`config.mk`:
```
export PLATFORM = sky130hd
export DESIGN_NAME = lru_key_value_cache_unit
export DESIGN_NICKNAME = d
export VERILOG_FILES = /design/src/sv/lkvc_pkg.sv /design/src/sv/lkvc_ram.sv /design/src/sv/lkvc_scan.sv /design/src/sv/lru_key_value_cache_unit.sv
export SDC_FILE = /design/constraint.sdc
export NUM_CORES = 1
export LEC_CHECK = 0
export BUFFER_PORTS_ARGS = -buffer_cell sky130_fd_sc_hd__buf_4
export CORE_MARGIN = 1.5
export CORE_UTILIZATION = 40
export CTS_CLUSTER_DIAMETER = 200
export DETAILED_ROUTE_END_ITERATION = 10
export PLACE_DENSITY = 0.54
export SLEW_MARGIN = 10
export SYNTH_ARGS = -nofsm -noshare
export SYNTH_HDL_FRONTEND = slang
export SYNTH_HIERARCHICAL = 1
export SYNTH_SLANG_ARGS = --single-unit
```
`constraint.sdc`:
```
create_clock -name clk -period 6.93 [get_ports clk]
set_input_delay 1.386 -clock clk [delete_from_list [all_inputs] [get_ports clk]]
set_output_delay 1.386 -clock clk [all_outputs]
set_load 0.1 [all_outputs]
```
`src/sv/lkvc_pkg.sv`:
```
package lkvc_pkg;

	localparam int ENTRIES  = 16;
	localparam int KEY_BITS = 16;

	localparam int IDX_W = $clog2(ENTRIES);
	localparam int CNT_W = $clog2(ENTRIES + 1);
	localparam int AGE_W = IDX_W;
	localparam int KEY_PORT_W = 16;
	localparam int KEY_W = (KEY_BITS < KEY_PORT_W) ? KEY_BITS : KEY_PORT_W;
	localparam int VAL_W = 32;
	localparam int CAP_W = 5;

	localparam logic [CAP_W-1:0] CAP_RESET  = CAP_W'(16);
	localparam logic [VAL_W-1:0] MISS_VALUE = '1;

	localparam logic KIND_GET = 1'b0;
	localparam logic KIND_PUT = 1'b1;

	typedef enum logic [1:0] {
		ST_IDLE,
		ST_SCAN,
		ST_DONE
	} state_t;

	typedef struct packed {
		logic             active;
		logic             all;
		logic [AGE_W-1:0] thr;
		logic [IDX_W-1:0] slot;
	} pend_t;

	typedef struct packed {
		logic             match_found;
		logic [IDX_W-1:0] match_idx;
		logic [AGE_W-1:0] match_age;
		logic [VAL_W-1:0] match_val;
		logic             free_found;
		logic [IDX_W-1:0] free_idx;
		logic             old_found;
		logic [IDX_W-1:0] old_idx;
		logic [AGE_W-1:0] old_age;
	} scan_res_t;

	function automatic logic [CNT_W-1:0] effective_cap(input logic [CAP_W-1:0] c);
		logic [CNT_W-1:0] r;
		if (c == '0) begin
			r = CNT_W'(1);
		end else if (int'(c) > ENTRIES) begin
			r = CNT_W'(ENTRIES);
		end else begin
			r = CNT_W'(c);
		end
		return r;
	endfunction

endpackage

```
`src/sv/lkvc_ram.sv`:
```
module lkvc_ram #(
	parameter int WIDTH = 8,
	parameter int DEPTH = 16
) (
	input  logic                     clk,
	input  logic                     we,
	input  logic [$clog2(DEPTH)-1:0] waddr,
	input  logic [WIDTH-1:0]         wdata,
	input  logic [$clog2(DEPTH)-1:0] raddr,
	output logic [WIDTH-1:0]         rdata
);

	logic [WIDTH-1:0] mem [DEPTH];

	always_ff @(posedge clk) begin
		if (we) begin
			mem[waddr] <= wdata;
		end
	end

	always_ff @(posedge clk) begin
		rdata <= mem[raddr];
	end

endmodule

```
`src/sv/lkvc_scan.sv`:
```
module lkvc_scan (
	input  logic                      clk,
	input  logic                      arst_n,
	input  logic                      clear,
	input  logic                      en,
	input  logic [lkvc_pkg::IDX_W-1:0] idx,
	input  logic                      ent_valid,
	input  logic [lkvc_pkg::KEY_W-1:0] key,
	input  logic [lkvc_pkg::KEY_W-1:0] key_rdata,
	input  logic [lkvc_pkg::VAL_W-1:0] val_rdata,
	input  logic [lkvc_pkg::AGE_W-1:0] age_rdata,
	input  lkvc_pkg::pend_t            pend,
	output logic [lkvc_pkg::AGE_W-1:0] age_upd,
	output lkvc_pkg::scan_res_t        res
);
	import lkvc_pkg::*;

	scan_res_t res_q;

	// apply the recency update left by the previous request
	always_comb begin
		age_upd = age_rdata;
		if (ent_valid && pend.active && idx != pend.slot &&
		    (pend.all || age_rdata < pend.thr)) begin
			age_upd = age_rdata + 1'b1;
		end
	end

	always_ff @(posedge clk or negedge arst_n) begin
		if (!arst_n) begin
			res_q <= '0;
		end else if (clear) begin
			res_q.match_found <= 1'b0;
			res_q.free_found  <= 1'b0;
			res_q.old_found   <= 1'b0;
		end else if (en) begin
			if (ent_valid && key_rdata == key && !res_q.match_found) begin
				res_q.match_found <= 1'b1;
				res_q.match_idx   <= idx;
				res_q.match_age   <= age_upd;
				res_q.match_val   <= val_rdata;
			end
			if (!ent_valid && !res_q.free_found) begin
				res_q.free_found <= 1'b1;
				res_q.free_idx   <= idx;
			end
			if (ent_valid && (!res_q.old_found || age_upd > res_q.old_age)) begin
				res_q.old_found <= 1'b1;
				res_q.old_idx   <= idx;
				res_q.old_age   <= age_upd;
			end
		end
	end

	assign res = res_q;

endmodule

```
`src/sv/lru_key_value_cache_unit.sv`:
```
// channel | direction | handshake              | payload
// cfg     | in        | cfg_valid / cfg_ready  | cfg_data (capacity)
// in      | in        | in_valid / in_ready    | kind, lookup_key, store_value
// out     | out       | out_valid / out_ready  | hit, read_value, evicted
//
// A request walks all 16 entries: each RAM read is registered and folded into the
// scan result, and the final step registers the result in the output register.
// A new request is accepted only after that final step, so requests never overlap.
// Ages are brought up to date during the following request's walk.
// Reset clears the valid bits, occupancy and capacity (16) at once; no clearing pass.
// A result waits in the output register; the block holds its last step until taken.
// Configuration is always ready.
module lru_key_value_cache_unit (
	input  logic                        clk,
	input  logic                        arst_n,
	input  logic                        cfg_valid,
	output logic                        cfg_ready,
	input  logic [lkvc_pkg::CAP_W-1:0]   cfg_data,
	input  logic                        in_valid,
	output logic                        in_ready,
	input  logic                        kind,
	input  logic [lkvc_pkg::KEY_PORT_W-1:0] lookup_key,
	input  logic signed [lkvc_pkg::VAL_W-1:0] store_value,
	output logic                        out_valid,
	input  logic                        out_ready,
	output logic                        hit,
	output logic signed [lkvc_pkg::VAL_W-1:0] read_value,
	output logic                        evicted
);
	import lkvc_pkg::*;

	state_t state_q, state_d;

	logic [CAP_W-1:0] cap_q;
	logic [CNT_W-1:0] occ_q;
	logic [ENTRIES-1:0] valid_q;
	pend_t pend_q;

	logic             kind_q;
	logic [KEY_W-1:0] key_q;
	logic [VAL_W-1:0] val_q;

	logic [CNT_W-1:0] idx_q;
	logic             rd_valid_s1;
	logic [IDX_W-1:0] rd_idx_s1;

	logic             out_valid_q;
	logic             hit_q;
	logic [VAL_W-1:0] rd_q;
	logic             ev_q;

	logic [KEY_W-1:0] key_rdata;
	logic [VAL_W-1:0] val_rdata;
	logic [AGE_W-1:0] age_rdata;
	logic [AGE_W-1:0] age_upd;
	scan_res_t        res;

	logic accept, issue, scan_last, finish;
	logic full, do_evict, ins_ok;
	logic [IDX_W-1:0] ins_slot;

	logic             age_we, key_we, val_we;
	logic [IDX_W-1:0] age_waddr, val_waddr;
	logic [AGE_W-1:0] age_wdata;

	assign cfg_ready = 1'b1;
	assign in_ready  = (state_q == ST_IDLE);
	assign accept    = in_valid && in_ready;
	assign issue     = (state_q == ST_SCAN) && (idx_q < CNT_W'(ENTRIES));
	assign scan_last = rd_valid_s1 && (rd_idx_s1 == IDX_W'(ENTRIES - 1));
	assign finish    = (state_q == ST_DONE) && (!out_valid_q || out_ready);

	assign full     = occ_q >= effective_cap(cap_q);
	assign do_evict = (kind_q == KIND_PUT) && !res.match_found && full && res.old_found;
	assign ins_slot = do_evict ? res.old_idx : res.free_idx;
	assign ins_ok   = (kind_q == KIND_PUT) && !res.match_found && (do_evict || res.free_found);

	always_ff @(posedge clk or negedge arst_n) begin
		if (!arst_n) begin
			state_q <= ST_IDLE;
		end else begin
			state_q <= state_d;
		end
	end

	always_comb begin
		state_d = state_q;
		case (state_q)
			ST_IDLE: begin
				if (accept) begin
					state_d = ST_SCAN;
				end
			end
			ST_SCAN: begin
				if (scan_last) begin
					state_d = ST_DONE;
				end
			end
			ST_DONE: begin
				if (finish) begin
					state_d = ST_IDLE;
				end
			end
			default: state_d = ST_IDLE;
		endcase
	end

	always_ff @(posedge clk or negedge arst_n) begin
		if (!arst_n) begin
			cap_q <= CAP_RESET;
		end else if (cfg_valid && cfg_ready) begin
			cap_q <= cfg_data;
		end
	end

	always_ff @(posedge clk) begin
		if (accept) begin
			kind_q <= kind;
			key_q  <= lookup_key[KEY_W-1:0];
			val_q  <= store_value;
		end
	end

	always_ff @(posedge clk or negedge arst_n) begin
		if (!arst_n) begin
			idx_q       <= '0;
			rd_valid_s1 <= 1'b0;
			rd_idx_s1   <= '0;
		end else begin
			rd_valid_s1 <= issue;
			rd_idx_s1   <= idx_q[IDX_W-1:0];
			if (accept) begin
				idx_q <= '0;
			end else if (issue) begin
				idx_q <= idx_q + 1'b1;
			end
		end
	end

	always_ff @(posedge clk or negedge arst_n) begin
		if (!arst_n) begin
			valid_q <= '0;
			occ_q   <= '0;
			pend_q  <= '0;
		end else if (finish) begin
			pend_q.active <= 1'b0;
			if (res.match_found) begin
				pend_q.active <= 1'b1;
				pend_q.all    <= 1'b0;
				pend_q.thr    <= res.match_age;
				pend_q.slot   <= res.match_idx;
			end else if (ins_ok) begin
				pend_q.active     <= 1'b1;
				pend_q.all        <= 1'b1;
				pend_q.thr        <= '0;
				pend_q.slot       <= ins_slot;
				valid_q[ins_slot] <= 1'b1;
				if (!do_evict) begin
					occ_q <= occ_q + 1'b1;
				end
			end
		end
	end

	always_ff @(posedge clk or negedge arst_n) begin
		if (!arst_n) begin
			out_valid_q <= 1'b0;
		end else if (finish) begin
			out_valid_q <= 1'b1;
		end else if (out_ready) begin
			out_valid_q <= 1'b0;
		end
	end

	always_ff @(posedge clk) begin
		if (finish) begin
			hit_q <= res.match_found;
			rd_q  <= (res.match_found && kind_q == KIND_GET) ? res.match_val : MISS_VALUE;
			ev_q  <= do_evict;
		end
	end

	assign out_valid  = out_valid_q;
	assign hit        = hit_q;
	assign read_value = rd_q;
	assign evicted    = ev_q;

	// write back aged entries during the walk, then the touched slot
	always_comb begin
		age_we    = 1'b0;
		age_waddr = rd_idx_s1;
		age_wdata = age_upd;
		key_we    = finish && ins_ok;
		val_we    = 1'b0;
		val_waddr = ins_slot;
		if (rd_valid_s1) begin
			age_we = 1'b1;
		end else if (finish && (res.match_found || ins_ok)) begin
			age_we    = 1'b1;
			age_waddr = res.match_found ? res.match_idx : ins_slot;
			age_wdata = '0;
		end
		if (finish && kind_q == KIND_PUT && (res.match_found || ins_ok)) begin
			val_we    = 1'b1;
			val_waddr = res.match_found ? res.match_idx : ins_slot;
		end
	end

	lkvc_ram #(.WIDTH(KEY_W), .DEPTH(ENTRIES)) u_key_ram (
		.clk   (clk),
		.we    (key_we),
		.waddr (ins_slot),
		.wdata (key_q),
		.raddr (idx_q[IDX_W-1:0]),
		.rdata (key_rdata)
	);

	lkvc_ram #(.WIDTH(VAL_W), .DEPTH(ENTRIES)) u_val_ram (
		.clk   (clk),
		.we    (val_we),
		.waddr (val_waddr),
		.wdata (val_q),
		.raddr (idx_q[IDX_W-1:0]),
		.rdata (val_rdata)
	);

	lkvc_ram #(.WIDTH(AGE_W), .DEPTH(ENTRIES)) u_age_ram (
		.clk   (clk),
		.we    (age_we),
		.waddr (age_waddr),
		.wdata (age_wdata),
		.raddr (idx_q[IDX_W-1:0]),
		.rdata (age_rdata)
	);

	lkvc_scan u_scan (
		.clk       (clk),
		.arst_n    (arst_n),
		.clear     (accept),
		.en        (rd_valid_s1),
		.idx       (rd_idx_s1),
		.ent_valid (valid_q[rd_idx_s1]),
		.key       (key_q),
		.key_rdata (key_rdata),
		.val_rdata (val_rdata),
		.age_rdata (age_rdata),
		.pend      (pend_q),
		.age_upd   (age_upd),
		.res       (res)
	);

	a_occ_matches_valid: assert property (@(posedge clk) disable iff (!arst_n)
		$countones(valid_q) == int'(occ_q))
		else $error("occupancy disagrees with valid bits");

	a_occ_bound: assert property (@(posedge clk) disable iff (!arst_n)
		int'(occ_q) <= ENTRIES)
		else $error("occupancy above entry count");

	a_result_from_done: assert property (@(posedge clk) disable iff (!arst_n)
		$rose(out_valid_q) |-> $past(state_q == ST_DONE))
		else $error("result raised outside final step");

	a_accept_starts_scan: assert property (@(posedge clk) disable iff (!arst_n)
		accept |=> (state_q == ST_SCAN && idx_q == '0))
		else $error("accepted request did not start a walk");

endmodule

```
==> results.ini <==
[status]
status = finished clean

[cells_and_area]
multiInputGateArea_um2 = 9120
regArea_um2 = 31100
area_growth_pct = 14.6
diodes = 0
nNetsFinal = 2193
fillers = 8450
layout-drive-gt1-share = 0.273
design_area_um2 = 46600

[logic_synthesis]
synth_fp_nets = 2036
synth-async-reset-ratio = 0.0971
synth-seq-area-share = 0.765
synth-seq-cells = 1071
synth_compound_area_frac = 0.0322
synth-adder-area-share = 0.00461
synth-xor-area-share = 0.00646
netlist_top_cells_area = edfxtp_1 68%, mux4_2 10%, dfrtp_1 6.3%, dfxtp_1 2.6%, a22oi_1 1.9%
yosys_warnings = 6
synth-simple-area-share = 0.0344
yosysMostFrequentCell = edfxtp_1
syn_area_um2 = 40700
synthCells = 1962
synth_top_area_share = 0.675
synth.avg_cell_area_um2 = 20.7
synth_flop_cell = edfxtp_1
yosys-mux-area-fraction = 0.142
synth_edf_count = 915
synth_top_family_by_area = multiplexers
ys_types = 66
synth_largest_area_cell = edfxtp_1
synth_common_cells = 915 x edfxtp_1, 189 x mux4_2, 103 x dfrtp_1, 101 x a22oi_1, 75 x nand2_1

[timing]
timing.setup.tns_ps = 0
max_clock_freq_ghz = 0.227
setup-violations-final = 0
slew-limit-headroom = 0.172
min_period_over_period = 0.636
finClkSkew_ps = 31.5
fin_crit_ps = 4410
rsz0062_at_grt = no
tightest_slew_ps = 1240
hold_viol_final = 0
report.final.slew_viol_count = 0

[power_and_ir_drop]
power.leakage_nw = 15.5
power_density_nw_per_um2 = 358
max-vdd-ir-drop_mv = 0.204

[floorplanning]
die_h_um = 322
die_area_um2 = 104000
dieWidth_um = 322
num_io_pins = 96
start_util = 0.405
core_um2 = 100000
rows = 116

[place]
gp_congestion = 0.778
io_buffer_count = 94
dpl_cell_area_um2 = 43100
dp_hpwl_mm = 51.8

[job]
drv_cap = 0

[global_route]
antenna_found_initial = 2
grt_pass1_wl_mm = 135
grt_start_max_net_pins = 117
grt.total_usage = 0.176
grt_pass1_vias = 20100
grt_overflow_total = 0

[worst_setup_path]
crit_arrival_ps = 4690
crit_start = cap_q[3]
startpoint_type = flip-flop
required_ps = 7210
cp_max_fo = 32
endpoint_kind = flip-flop
crit-reg2reg-launch = cap_q[3]
criticalPathCategory = flip-flop to flip-flop

[clock_network]
post_cts_buffers = 0
postCtsHoldBufs = 0
clk_latency_ps = 690
cts_tree = done
h-tree-depth = 3
cts_buffer_depth = 3
clk_pin_slew_ps = 60
cts_root_buf = clkbuf_16
cts-buffers-inserted = 109
cts_resized = 0
cts.sink_count = 1071

[detailed_routing]
routed_wl_mm = 89.3
viasPerCell = 5.34
drtAntennaViolNets = 0
drt_iter0_drc = 1656
dr_total_vias = 19100
wire_per_inst_um = 25.0
first_pass_iters = 5
drc = 0

[worst_hold_path]
min-delay-start = u_val_ram/rdata[4]
hold_class = flip-flop to flip-flop

[flip-flops by register name (all words and copies together) (netlist names)]
signal           cells
u_age_ram/rdata      4
u_key_ram/rdata     16
idx_q                5
u_val_ram/mem      512
hit                  1
evicted              1
key_q               16
u_scan/res          55
state_q              2
valid_q             16
kind_q               1
rd_valid_s1          1
rd_idx_s1            4
out_valid            1
read_value          32
u_key_ram/mem      256
val_q               32
u_age_ram/mem       64
pend_q              10
cap_q                5
occ_q                5
u_val_ram/rdata     32
[layout by cell type (no fill, tap or decap), types with 16 or more instances in the layout]
cell type,synthesis,layout
dfrtp_1,103,101
mux4_2,189,189
dfxtp_1,52,52
nand3_1,16,16
buf_4,16,137
clkbuf_16,0,111
nor2_1,60,37
nand2_1,75,75
edfxtp_1,915,915
clkbuf_1,36,42
mux2_2,65,65
a22oi_1,101,101
or3_1,34,34
mux4_1,24,24
clkinv_2,0,16
[per-layer routing]
metal / track usage / vias to the layer above / part of all wire
met3: 0.0266 / 111 / 0.045
met1: 0.257 / 10100 / 0.46
li1: - / 8369 / -
met2: 0.278 / 476 / 0.47
met4: 0.0444 / 0 / 0.017
met5: 0 / - / 0
[worst paths after layout]
check / endpoint / slack (ps) / cells after the start
hold / removal: u_scan/res[18] / 440 / 1
hold reg to reg: u_scan/res[18] / 440 / 1
max in group asynchronous: idx_q[0] / 4790 / 2
setup reg to reg: u_val_ram/mem[1][13] / 2520 / 11
setup / recovery: u_val_ram/mem[1][13] / 2520 / 11
min in group asynchronous: cap_q[0] / 760 / 1
[critical path: stages (launching register included)]
cell and delay, ps:
dfrtp_1 400, nor3_1 200, nor2_1 60, nor2_1 100, ha_1 240, nor2b_1 150, o21ai_2 170, a21oi_4 370
mux2_2 430, mux2_2 320, or3b_2 600, nor2_4 950
[logic make-up (layout without fill, tap and decap cells)]
kind of cell,after synthesis,count (layout)
compound gates,172,172
flops,1071,1071
other cells,1,1
buf+inv,111,363
xor+xnor,30,30
mux,293,293
simple gates,269,269
fa+ha+maj,15,15
[power breakdown]
part	switching (mW)	internal (mW)
Sequential	0.311	7.25
Combinational	1.82	1.56
Clock	2.43	3.30
[area by class of cell]
| cell class | count | share of cell area |
|---|---|---|
| Timing Repair Buffer | 139 | 0.0229 |
| Inverter | 18 | 0.00156 |
| Sequential cell | 1071 | 0.668 |
| Clock inverter | 43 | 0.00972 |
| Multi-Input combinational cell | 780 | 0.196 |
| Clock buffer | 163 | 0.0659 |
| Tap cell | 1357 | 0.0364 |
[stage by stage]
stage / std cells / setup WS (ps) / utilization / power [mW] / hold WS (ps)
after detailed placement: 3365 / 2060 / 0.429 / 11.1 / 441
after floorplan: 1962 / 310 / - / 10.1 / 423
after global placement: 3365 / 2130 / 0.429 / 11.1 / 437
after global routing: 3571 / 2200 / 0.464 / 17.4 / 454
after CTS: 3571 / 2470 / 0.464 / 16.9 / 437
final: 3571 / 2520 / 0.464 / 16.7 / 441
Note: power is estimated with default switching activity, not from simulation.
